<file path="src/hdl/ibs_pkg.sv">
// ----------------------------------------------------------------------------
// ibs_pkg
// shared types and constants of the integer byte serializer
// ----------------------------------------------------------------------------
package ibs_pkg;

  localparam int unsigned QUEUE_DEPTH = 2;

  localparam logic [7:0] VARINT_CONT = 8'h80;
  localparam logic [7:0] VARINT_MASK = 8'h7f;

  typedef enum logic [2:0] {
    KIND_BYTE   = 3'd0,
    KIND_HALF   = 3'd1,
    KIND_WORD   = 3'd2,
    KIND_DWORD  = 3'd3,
    KIND_VARINT = 3'd4,
    KIND_ZIGZAG = 3'd5
  } kind_t;

  typedef enum logic [1:0] {
    MODE_LE  = 2'd0,
    MODE_BE  = 2'd1,
    MODE_VAR = 2'd2
  } mode_t;

  typedef struct packed {
    mode_t       mode;
    logic [2:0]  cnt;
    logic [63:0] data;
  } entry_t;

  typedef struct packed {
    logic push;
    logic full;
  } qwr_t;

  typedef struct packed {
    logic pop;
    logic avail;
  } qrd_t;

endpackage

</file>
<file path="src/hdl/ibs_front.sv">
// ----------------------------------------------------------------------------
// ibs_front
// accepts input items, classifies them and stages one entry for the queue
// ----------------------------------------------------------------------------
module ibs_front (
  input  logic            clk,
  input  logic            rst_n,
  input  logic            in_valid,
  output logic            in_stall,
  input  logic [2:0]      in_kind,
  input  logic [63:0]     in_value,
  input  logic            in_big_endian,
  output ibs_pkg::entry_t q_entry,
  output logic            q_push,
  input  logic            q_full
);
  import ibs_pkg::*;

  logic   valid_r, valid_nxt;
  entry_t entry_r, entry_nxt;
  entry_t cls;
  logic   known;
  logic   accept;
  logic   push;
  logic [63:0] zz;

  assign zz = {in_value[62:0], 1'b0} ^ {64{in_value[63]}};

  always_comb begin
    cls.mode = MODE_LE;
    cls.cnt  = 3'd0;
    cls.data = in_value;
    known    = 1'b1;
    case (in_kind)
      KIND_BYTE: begin
        cls.mode = MODE_LE;
        cls.cnt  = 3'd0;
      end
      KIND_HALF: begin
        cls.mode = in_big_endian ? MODE_BE : MODE_LE;
        cls.cnt  = 3'd1;
        cls.data = in_big_endian ? {in_value[15:0], 48'd0} : in_value;
      end
      KIND_WORD: begin
        cls.mode = in_big_endian ? MODE_BE : MODE_LE;
        cls.cnt  = 3'd3;
        cls.data = in_big_endian ? {in_value[31:0], 32'd0} : in_value;
      end
      KIND_DWORD: begin
        cls.mode = in_big_endian ? MODE_BE : MODE_LE;
        cls.cnt  = 3'd7;
      end
      KIND_VARINT: begin
        cls.mode = MODE_VAR;
      end
      KIND_ZIGZAG: begin
        cls.mode = MODE_VAR;
        cls.data = zz;
      end
      default: begin
        known = 1'b0;
      end
    endcase
  end

  assign push     = valid_r && !q_full;
  assign in_stall = valid_r && q_full;
  assign accept   = in_valid && !in_stall;

  always_comb begin
    valid_nxt = valid_r && !push;
    entry_nxt = entry_r;
    if (accept && known) begin
      valid_nxt = 1'b1;
      entry_nxt = cls;
    end
  end

  always_ff @(posedge clk) begin
    if (!rst_n) begin
      valid_r <= 1'b0;
    end else begin
      valid_r <= valid_nxt;
    end
  end

  always_ff @(posedge clk) begin
    entry_r <= entry_nxt;
  end

  assign q_entry = entry_r;
  assign q_push  = push;

endmodule

</file>
<file path="src/hdl/ibs_queue.sv">
// ----------------------------------------------------------------------------
// ibs_queue
// short fifo of classified entries between front and back
// ----------------------------------------------------------------------------
module ibs_queue #(
  parameter int unsigned DEPTH = ibs_pkg::QUEUE_DEPTH
) (
  input  logic            clk,
  input  logic            rst_n,
  input  ibs_pkg::entry_t wr_entry,
  input  logic            wr_push,
  output logic            wr_full,
  output ibs_pkg::entry_t rd_entry,
  input  logic            rd_pop,
  output logic            rd_avail
);
  import ibs_pkg::*;

  localparam int unsigned AW = (DEPTH > 1) ? $clog2(DEPTH) : 1;
  localparam int unsigned CW = $clog2(DEPTH + 1);
  localparam logic [AW-1:0] LAST_PTR = AW'(DEPTH - 1);
  localparam logic [CW-1:0] FULL_CNT = CW'(DEPTH);

  entry_t          mem [DEPTH];
  logic [AW-1:0]   wr_ptr_r, wr_ptr_nxt;
  logic [AW-1:0]   rd_ptr_r, rd_ptr_nxt;
  logic [CW-1:0]   count_r, count_nxt;
  logic            do_push, do_pop;

  assign wr_full  = (count_r == FULL_CNT);
  assign rd_avail = (count_r != '0);
  assign do_push  = wr_push && !wr_full;
  assign do_pop   = rd_pop && rd_avail;
  assign rd_entry = mem[rd_ptr_r];

  always_comb begin
    wr_ptr_nxt = wr_ptr_r;
    rd_ptr_nxt = rd_ptr_r;
    count_nxt  = count_r;
    if (do_push) begin
      wr_ptr_nxt = (wr_ptr_r == LAST_PTR) ? '0 : wr_ptr_r + AW'(1);
    end
    if (do_pop) begin
      rd_ptr_nxt = (rd_ptr_r == LAST_PTR) ? '0 : rd_ptr_r + AW'(1);
    end
    if (do_push && !do_pop) begin
      count_nxt = count_r + CW'(1);
    end else if (do_pop && !do_push) begin
      count_nxt = count_r - CW'(1);
    end
  end

  always_ff @(posedge clk) begin
    if (!rst_n) begin
      wr_ptr_r <= '0;
      rd_ptr_r <= '0;
      count_r  <= '0;
    end else begin
      wr_ptr_r <= wr_ptr_nxt;
      rd_ptr_r <= rd_ptr_nxt;
      count_r  <= count_nxt;
    end
  end

  always_ff @(posedge clk) begin
    if (do_push) begin
      mem[wr_ptr_r] <= wr_entry;
    end
  end

  a_count_bound: assert property (@(posedge clk) disable iff (!rst_n)
    count_r <= FULL_CNT)
    else $error("queue count beyond depth");

  a_no_push_full: assert property (@(posedge clk) disable iff (!rst_n)
    !(wr_push && wr_full))
    else $error("push into full queue");

endmodule

</file>
<file path="src/hdl/ibs_back.sv">
// ----------------------------------------------------------------------------
// ibs_back
// emits the bytes of one entry per item into an output register, one byte a cycle unless out_stall holds it
// ----------------------------------------------------------------------------
module ibs_back (
  input  logic            clk,
  input  logic            rst_n,
  input  ibs_pkg::entry_t q_entry,
  input  logic            q_avail,
  output logic            q_pop,
  output logic            out_valid,
  input  logic            out_stall,
  output logic [7:0]      out_byte,
  output logic            out_last
);
  import ibs_pkg::*;

  logic        act_valid_r, act_valid_nxt;
  mode_t       mode_r, mode_nxt;
  logic [2:0]  cnt_r, cnt_nxt;
  logic [63:0] data_r, data_nxt;
  logic        ov_r, ov_nxt;
  logic [7:0]  ob_r, ob_nxt;
  logic        ol_r, ol_nxt;

  logic        adv;
  logic        pop;
  logic [7:0]  cur_byte;
  logic        cur_last;
  logic [63:0] cur_rest;

  always_comb begin
    case (mode_r)
      MODE_BE: begin
        cur_byte = data_r[63:56];
        cur_last = (cnt_r == 3'd0);
        cur_rest = {data_r[55:0], 8'd0};
      end
      MODE_VAR: begin
        cur_last = (data_r[63:7] == '0);
        cur_byte = (data_r[7:0] & VARINT_MASK) | (cur_last ? 8'd0 : VARINT_CONT);
        cur_rest = {7'd0, data_r[63:7]};
      end
      default: begin
        cur_byte = data_r[7:0];
        cur_last = (cnt_r == 3'd0);
        cur_rest = {8'd0, data_r[63:8]};
      end
    endcase
  end

  assign adv = act_valid_r && (!ov_r || !out_stall);
  assign pop = q_avail && (!act_valid_r || (adv && cur_last));

  always_comb begin
    act_valid_nxt = act_valid_r;
    mode_nxt      = mode_r;
    cnt_nxt       = cnt_r;
    data_nxt      = data_r;
    ov_nxt        = ov_r && out_stall;
    ob_nxt        = ob_r;
    ol_nxt        = ol_r;
    if (adv) begin
      ov_nxt   = 1'b1;
      ob_nxt   = cur_byte;
      ol_nxt   = cur_last;
      cnt_nxt  = cnt_r - 3'd1;
      data_nxt = cur_rest;
      if (cur_last) begin
        act_valid_nxt = 1'b0;
      end
    end
    if (pop) begin
      act_valid_nxt = 1'b1;
      mode_nxt      = q_entry.mode;
      cnt_nxt       = q_entry.cnt;
      data_nxt      = q_entry.data;
    end
  end

  always_ff @(posedge clk) begin
    if (!rst_n) begin
      act_valid_r <= 1'b0;
      ov_r        <= 1'b0;
    end else begin
      act_valid_r <= act_valid_nxt;
      ov_r        <= ov_nxt;
    end
  end

  always_ff @(posedge clk) begin
    mode_r <= mode_nxt;
    cnt_r  <= cnt_nxt;
    data_r <= data_nxt;
    ob_r   <= ob_nxt;
    ol_r   <= ol_nxt;
  end

  assign q_pop     = pop;
  assign out_valid = ov_r;
  assign out_byte  = ob_r;
  assign out_last  = ol_r;

  a_item_continues: assert property (@(posedge clk) disable iff (!rst_n)
    (ov_r && !out_stall && !ol_r) |=> (ov_r || act_valid_r))
    else $error("item ended without last byte");

  a_var_cont_bit: assert property (@(posedge clk) disable iff (!rst_n)
    (adv && mode_r == MODE_VAR) |=> (ob_r[7] == !ol_r))
    else $error("varint continuation bit disagrees with last");

endmodule

</file>
<file path="src/hdl/integer_byte_serializer.sv">
// ----------------------------------------------------------------------------
// integer_byte_serializer
// serializes a 64-bit value as fixed-width bytes or an leb128 / zigzag varint
// ----------------------------------------------------------------------------
//  channel  ports                                        direction
//  in       in_valid in_stall in_kind in_value           input item
//           in_big_endian
//  out      out_valid out_stall out_byte out_last        output byte stream
//
//  an item is taken and staged by the front, then queued
//  the back emits one byte per cycle from its output register unless out_stall
//  holds it, so an item gives 1, 2, 4, 8 or 1 to 10 bytes of output
//  items of kind six or seven are taken and give no bytes
//  reset is synchronous and clears the staging, queue and output valids
//  out_stall holds the byte; the queue of QUEUE_DEPTH entries lets input
//  continue until it fills
// ----------------------------------------------------------------------------
module integer_byte_serializer #(
  parameter int unsigned QUEUE_DEPTH = ibs_pkg::QUEUE_DEPTH
) (
  input  logic        clk,
  input  logic        rst_n,
  input  logic        in_valid,
  output logic        in_stall,
  input  logic [2:0]  in_kind,
  input  logic [63:0] in_value,
  input  logic        in_big_endian,
  output logic        out_valid,
  input  logic        out_stall,
  output logic [7:0]  out_byte,
  output logic        out_last
);
  import ibs_pkg::*;

  entry_t wr_entry;
  entry_t rd_entry;
  qwr_t   qwr;
  qrd_t   qrd;

  ibs_front u_front (
    .clk           (clk),
    .rst_n         (rst_n),
    .in_valid      (in_valid),
    .in_stall      (in_stall),
    .in_kind       (in_kind),
    .in_value      (in_value),
    .in_big_endian (in_big_endian),
    .q_entry       (wr_entry),
    .q_push        (qwr.push),
    .q_full        (qwr.full)
  );

  ibs_queue #(
    .DEPTH (QUEUE_DEPTH)
  ) u_queue (
    .clk      (clk),
    .rst_n    (rst_n),
    .wr_entry (wr_entry),
    .wr_push  (qwr.push),
    .wr_full  (qwr.full),
    .rd_entry (rd_entry),
    .rd_pop   (qrd.pop),
    .rd_avail (qrd.avail)
  );

  ibs_back u_back (
    .clk       (clk),
    .rst_n     (rst_n),
    .q_entry   (rd_entry),
    .q_avail   (qrd.avail),
    .q_pop     (qrd.pop),
    .out_valid (out_valid),
    .out_stall (out_stall),
    .out_byte  (out_byte),
    .out_last  (out_last)
  );

endmodule
</file>
<file path="config.mk">
export PLATFORM = sky130hd
export DESIGN_NAME = integer_byte_serializer
export DESIGN_NICKNAME = d
export VERILOG_FILES = /design/src/hdl/ibs_pkg.sv /design/src/hdl/ibs_front.sv /design/src/hdl/ibs_queue.sv /design/src/hdl/ibs_back.sv /design/src/hdl/integer_byte_serializer.sv
export SDC_FILE = /design/constraint.sdc
export NUM_CORES = 1
export LEC_CHECK = 0
export BUFFER_PORTS_ARGS = -buffer_cell sky130_fd_sc_hd__buf_2
export CAP_MARGIN = 15
export CORE_AREA = 2 2 158 160
export DETAILED_ROUTE_END_ITERATION = 10
export DIE_AREA = 0 0 160 162
export GPL_TIMING_DRIVEN = 0
export PLACE_DENSITY_LB_ADDON = 0.05
export SETUP_SLACK_MARGIN = 0.15
export SKIP_LAST_GASP = 1
export SLEW_MARGIN = 0
export SYNTH_ARGS = -nofsm -noshare
export SYNTH_HDL_FRONTEND = slang
export SYNTH_SLANG_ARGS = --single-unit
</file>
<file path="constraint.sdc">
create_clock -name clk -period 4.06 [get_ports clk]
set_input_delay 0.203 -clock clk [delete_from_list [all_inputs] [get_ports clk]]
set_output_delay 0.203 -clock clk [all_outputs]
set_load 0.02 [all_outputs]
</file>
==> results.ini, run 1 <==
[detailed_routing]
drcViolationCount=0
drtPass1Iterations=5
vias=8540
wl_met3_mm=2.31
drt-met1-wl_mm=14.6
top_layer=met4
ant_nets=0
dr.first_iter.drc_count=948
vias_per_cell=5.95
wl_met2_mm=15.5
routed_wirelength_mm=33.9
routedWlPerCell_um=23.6

[critical_path]
cp.arrival_ps=3430
reg2reg_to=u_back.data_r[56]
r2r_setup_slack_ps=930
crit_fanout=10
startpoint_type=flip-flop
cp-end-kind=flip-flop
required_ps=4360
rr_startpoint=u_back.mode_r[0]
reg2regPathDepth=9
worstSetupPathType=reg2reg

[sta]
finalSetupTns_ps=0
fin_crit_sh_pct=77.0
max_freq_ghz=0.320
hold_viol=0
slew_viol_final=0
rsz0062_at_grt=false
worstMarginPinSlew_ps=873
slew_headroom_pct=41.3
fin_hold_ws_ps=25.5
fin_skew_ps=16.0
finalSetupViolations=0
period_minus_slack_ps=3130

[place]
place.port_buffers=81
gp_congestion=0.928
hpwl_mm=25.2

[cts]
clk_latency_ps=560
cts_max_path_buffers=3
cts_tree=built
htree_levels=1
cts_buffers=30
cts_sinks=293
root_buffer=clkbuf_16
clkTransAtPathRegs_ps=60

[synth]
seq_area_frac_synth_pct=66.0
synth.top_cell.area_share_pct=64.8
ys.flop_type=edfxtp_1
synth_warnings=0
synth.avg_cell_area_um2=13.8
synth-async-reset-ratio_pct=0
ys_ff_latch=293
yosys.area.top_type=edfxtp_1
synthTopCellsByArea=edfxtp_1 (65%), mux2i_1 (10%), xnor2_1 (4.3%)
synth_edf_count=285
yosys.cell_types.count=42
synth.net_count=1031
syn_inst=955
syn_area_um2=13200

[floorplan]
ioPinCount=83
core_area_um2=24100
fp.dieH_um=162
std_cell_rows=57
dieArea_um2=25900
initial_utilization_pct=54.8
die_w_um=160

[cells_and_area]
post-route-util_pct=63.3
synthToLayoutAreaGrowth_pct=15.5
diodes=0
drive_gt1_share_pct=13.1
nets=1165

[min_path]
worstHoldStart=in_kind[0]
holdPathEnd=u_front.q_entry[66]
hold_class=in2reg
whs_path_depth=2

[flow_run]
cap_viol_max_count=0

[global_route]
gr-total-overflow=0
grt_use_total_pct=26.3
grt_pass1_vias=8472
grt_max_degree=65
antenna_found_initial=0
grt_pass1_wl_mm=51.0

[pwr]
power.density_nw_per_um2=471
ir_drop_uv=339
static-leakage-power_nw=5.05

[outcome]
outcome=complete, no violations

==> cells in the final DEF, fill, tap and decap left out, drive strengths merged, types with 8 or more instances in the layout <==
cell	n
dfxtp	8
dlygate4sd3	13
a22oi	57
nor4	16
edfxtp	285
o21ai	51
nor2	76
nand2	51
buf	105
mux2i	132
a222oi	14
a221o	18
inv	8
clkinv	15
clkbuf	88
xnor2	65
a21oi	51
==> sequential cells by signal (all words and copies together) (netlist names), named ones only <==
register	flops
u_back.out_valid	1
u_queue.rd_ptr_r	1
u_back.out_last	1
u_front.valid_r	1
u_queue.mem	138
u_back.data_r	64
u_back.cnt_r	3
u_queue.count_r	2
u_back.out_byte	8
u_back.act_valid_r	1
u_front.q_entry	69
u_back.mode_r	2
u_queue.wr_ptr_r	1
==> worst max-delay path by stage <==
stage | startpoint | end | slack [ps] | depth (start not counted)
final | u_back.mode_r[0] | u_back.data_r[56] | 930 | 9
after global routing | u_back.mode_r[0] | u_back.data_r[48] | 750 | 10
after CTS | u_back.mode_r[0] | u_back.data_r[56] | 950 | 9
after detailed placement | u_back.mode_r[0] | u_back.data_r[56] | 970 | 9
after global placement | u_back.act_valid_r | u_back.data_r[13] | 40 | 2
after floorplan | u_queue.count_r[0] | u_front.q_entry[0] | 1020 | 4
==> timing repair <==
item / in CTS / in global routing
resized for setup: 0 / 0
hold endpoints to repair: 17 / 0
hold buffers: 13 / 0
buffers inserted: 0 / 0
==> worst max-delay path, cell delays in order (launching register included) <==
cell,delay (ps)
edfxtp_1,390
inv_1,70
ha_1,130
clkbuf_1,370
a21boi_0,240
nand4_1,120
or4_4,480
a21oi_2,460
buf_6,260
mux2_2,340
==> Yosys cell counts (2+ instances only) <==
cell,number
buf_6,3
and2_1,6
nand3_1,3
and3_1,2
clkbuf_1,50
mux2_2,4
a21oi_1,50
nor3b_1,3
buf_4,4
a21boi_0,3
nor3_1,2
dfxtp_1,8
nor4_1,16
a22o_1,7
inv_1,8
or2_2,2
buf_1,9
nor2b_1,4
nand2_1,51
a221o_1,18
o21ai_0,51
edfxtp_1,285
o211ai_1,2
a222oi_1,14
xnor2_1,65
ha_1,4
a22oi_1,57
mux2i_1,132
nor2_1,76
nand4_1,4
==> routing by layer <==
metal	up-vias	global-route usage, %
li1	3949	-
met5	-	0
met2	379	41.3
met4	0	10.6
met3	82	4.11
met1	4130	37.2
==> power breakdown <==
| part | internal [mW] | switching, mW | total (mW) |
|---|---|---|---|
| clock network | 1.41 | 1.09 | 2.50 |
| registers | 3.63 | 0.187 | 3.82 |
| logic | 0.351 | 0.514 | 0.865 |
==> cells by family after synthesis <==
logic type | count (synthesis) | synth area share (%)
DFF | 293 | 66.0
muxes | 136 | 10.3
and+or+nand+nor | 174 | 5.91
AOI/OAI and AO/OA | 209 | 10.7
xor gates and xnor gates | 65 | 4.31
adders and majority gates | 4 | 0.379
buffers and inverters | 74 | 2.39
==> layout make-up <==
class / instances / area (um2)
Inverter: 8 / 30.0
Timing Repair Buffer: 102 / 726
Buffer: 66 / 285
Sequential cell: 293 / 8720
Clock inverter: 16 / 106
Clock buffer: 38 / 781
Multi-Input combinational cell: 588 / 4210
Tap cell: 324 / 405
Fill cell: 1898 / 8840
==> per-stage QoR <==
| step | power [mW] | setup WS (ps) | std cells | area, um2 |
|---|---|---|---|---|
| 2_1_floorplan | 4.34 | 1020 | 955 | 13200 |
| 3_3_place_gp | 4.69 | 36.7 | 1360 | 14000 |
| 3_5_place_dp | 4.73 | 969 | 1368 | 14200 |
| 4_1_cts | 7.23 | 954 | 1435 | 15300 |
| 5_1_grt | 7.44 | 752 | 1435 | 15300 |
| 6_report | 7.18 | 933 | 1435 | 15300 |
(Power assumes the default switching activity.)
==> run 2: changes to the inputs <==
- clock period: 4.06 -> 2.7 ns (I/O delays scaled with it)
==> run 2 against run 1 <==
Die area stayed put. Critical path depth grew 1. Wire length is 2.0% higher. Utilization increased by 3.3 points. Flip-flop and latch count did not move. Clock power grew 54%. Power increased by 54%. Final cell count is 4.2% higher. First-iteration DRC count fell by 3.9%. Critical path type unchanged. Largest cell class unchanged. Highest routed layer unchanged.
==> results.ini, run 2 (synthesis results as in run 1) <==
[critical_path]
startpoint_type=flip-flop
rr_startpoint=u_back.mode_r[0]
worstSetupPathType=reg2reg
reg2reg_to=u_back.data_r[56]
crit_chain=inv_1 > ha_2 > buf_8 > buf_4 > nor3b_1 > nand2_1 > and2_1 > a21oi_4 > buf_12 > mux2_4
cp.arrival_ps=2940  ; -490 ps
crit_path_top_delay_cell=nor3b_1
cp-end-kind=flip-flop
r2r_setup_slack_ps=50  ; -880 ps
required_ps=2990  ; -1370 ps
crit_fanout=7  ; -3
reg2regPathDepth=10  ; +1
cpPeakStageDelay_ps=420  ; -60 ps

[detailed_routing]
vias=8818  ; +3.3%
dr.first_iter.drc_count=911  ; -3.9%
vias_per_cell=5.90  ; -0.89%
routedWlPerCell_um=23.1  ; -2.1%
drtPass1Iterations=7  ; +2
ant_nets=0  ; unchanged
routed_wirelength_mm=34.6  ; +2.0%
drcViolationCount=0  ; unchanged

[min_path]
whs_path_depth=3  ; +1
hold_class=in2reg
worstHoldStart=in_value[22]
holdPathEnd=u_front.q_entry[22]

[global_route]
grtUsageMet2_pct=41.8  ; +0.45 points
gr-usage-met1_pct=38.0  ; +0.80 points
gr-usage-met3_pct=3.58  ; -0.54 points
grt_pass1_wl_mm=51.4  ; +0.77%
gr-total-overflow=0  ; unchanged
antenna_found_initial=1  ; +1
top_usage_layer=met2
grt_pass1_vias=8551  ; +0.93%
grt_use_total_pct=26.5  ; +0.21 points
grt_max_degree=66  ; +1.5%

[place]
postPlaceCellArea_um2=14200  ; unchanged
hpwl_mm=24.7  ; -1.8%
place.port_buffers=81  ; unchanged
gp_congestion=0.928  ; about the same

[sta]
fin_skew_ps=13.3  ; -2.64 ps
finalSetupViolations=0  ; unchanged
finalSetupTns_ps=0  ; unchanged
worstMarginPinSlew_ps=753  ; -120 ps
hold_viol=0  ; unchanged
max_freq_ghz=0.377  ; +18%
slew_viol_final=0  ; unchanged
rsz0062_at_grt=true
slew_headroom_pct=49.8  ; +8.6 points
period_minus_slack_ps=2650  ; -477 ps
fin_crit_sh_pct=98.1  ; +21 points

[pwr]
power.density_nw_per_um2=687  ; +46%
static-leakage-power_nw=5.39  ; +6.7%
ir_drop_uv=594  ; +75%

[cts]
root_buffer=clkbuf_16
cts_buffers=31  ; +3.3%
cts_sinks=293  ; unchanged
clkTransAtPathRegs_ps=60  ; about the same
clk_latency_ps=540  ; -20 ps
cts_tree=built
cts_max_path_buffers=3  ; unchanged
htree_levels=1  ; unchanged

[floorplan]
core_area_um2=24100  ; unchanged
ioPinCount=83  ; unchanged
fp.dieH_um=162  ; unchanged
die_w_um=160  ; unchanged
dieArea_um2=25900  ; unchanged
std_cell_rows=57  ; unchanged
initial_utilization_pct=54.8  ; unchanged

[cells_and_area]
synthToLayoutAreaGrowth_pct=21.6
drive_gt1_share_pct=15.9  ; +2.7 points
diodes=0  ; unchanged
fillers=1848  ; -2.6%
final_common_cell=edfxtp_1
top_register=u_queue.mem
nets=1224  ; +5.1%
final_cell_mix=edfxtp_1 (285), mux2i_1 (131), buf_2 (84)
final_area_um2=16100  ; +5.3%
largest_reg_flops=138  ; unchanged

[outcome]
outcome=complete, no violations

[flow_run]
cap_viol_max_count=0  ; unchanged

-- run 2: area by class of cell --
type	count	area, um2	area share [%]
sequential	293	8720	54.3
multi-input combinational	588	4300	26.8
timing repair buffer	160	1320	8.22
clock buffer	36	795	4.95
tap	324	405	2.52
buffer	66	369	2.30
clock inverter	20	131	0.818
inverter	8	30.0	0.187
-- run 2: layer usage --
| layer | vias to the layer above | part of all wire [%] | routed length [um] |
|---|---|---|---|
| li1 | 4080 | - | - |
| met1 | 4230 | 44 | 15100 |
| met2 | 420 | 45 | 15600 |
| met3 | 88 | 7.0 | 2400 |
| met4 | 0 | 4.2 | 1460 |
| met5 | - | 0 | 0 |
-- run 2: critical path: cells and delay by family (launching register included) --
family / cells / cell delay (ps)
AOI/OAI and AO/OA: 1 / 250
and+or+nand+nor: 3 / 780
buffers and inverters: 4 / 490
muxes: 1 / 300
adders and majority gates: 1 / 180
DFF: 1 / 390
-- run 2: how the worst max path moves through the flow --
stage / start / end / slack [ps] / depth (start not counted)
after detailed placement: u_back.mode_r[0] / u_back.data_r[56] / -460 / 9
after floorplan: u_back.mode_r[0] / u_back.data_r[56] / 180 / 9
after global routing: u_back.mode_r[0] / u_back.data_r[26] / -6 / 10
after global placement: u_back.mode_r[0] / u_back.data_r[56] / -440 / 9
after CTS: u_back.mode_r[0] / u_back.data_r[56] / 160 / 9
final: u_back.mode_r[0] / u_back.data_r[56] / 50 / 10
-- run 2: where the power goes --
part / switching (mW) / internal (mW) / total (mW) / leakage, nW
clock network: 1.66 / 2.19 / 3.85 / 0.449
logic: 0.815 / 0.625 / 1.44 / 2.23
registers: 0.276 / 5.46 / 5.74 / 2.72
total: 2.76 / 8.27 / 11.0 / 5.39
-- run 2: repair_timing --
item	CTS	global route
setup buffers	12	2
pin swaps	3	1
setup endpoints to repair	74	81
hold buffers	55	0
hold endpoints to repair	58	0
cloned	0	2
gates resized for setup	21	28
-- run 2: metrics by stage --
stage                     worst slack, ps  hold slack [ps]  util (%)  total power, mW  std cells
final                                50.0             21.6      66.7             11.0       1495
after global routing                -5.66             6.15      66.7             11.4       1495
after CTS                             157             4.39      65.9             11.0       1491
after detailed placement             -458              430      59.1             7.10       1368
after global placement               -435              422      58.3             7.03       1360
after floorplan                       184              257         -             6.52        955
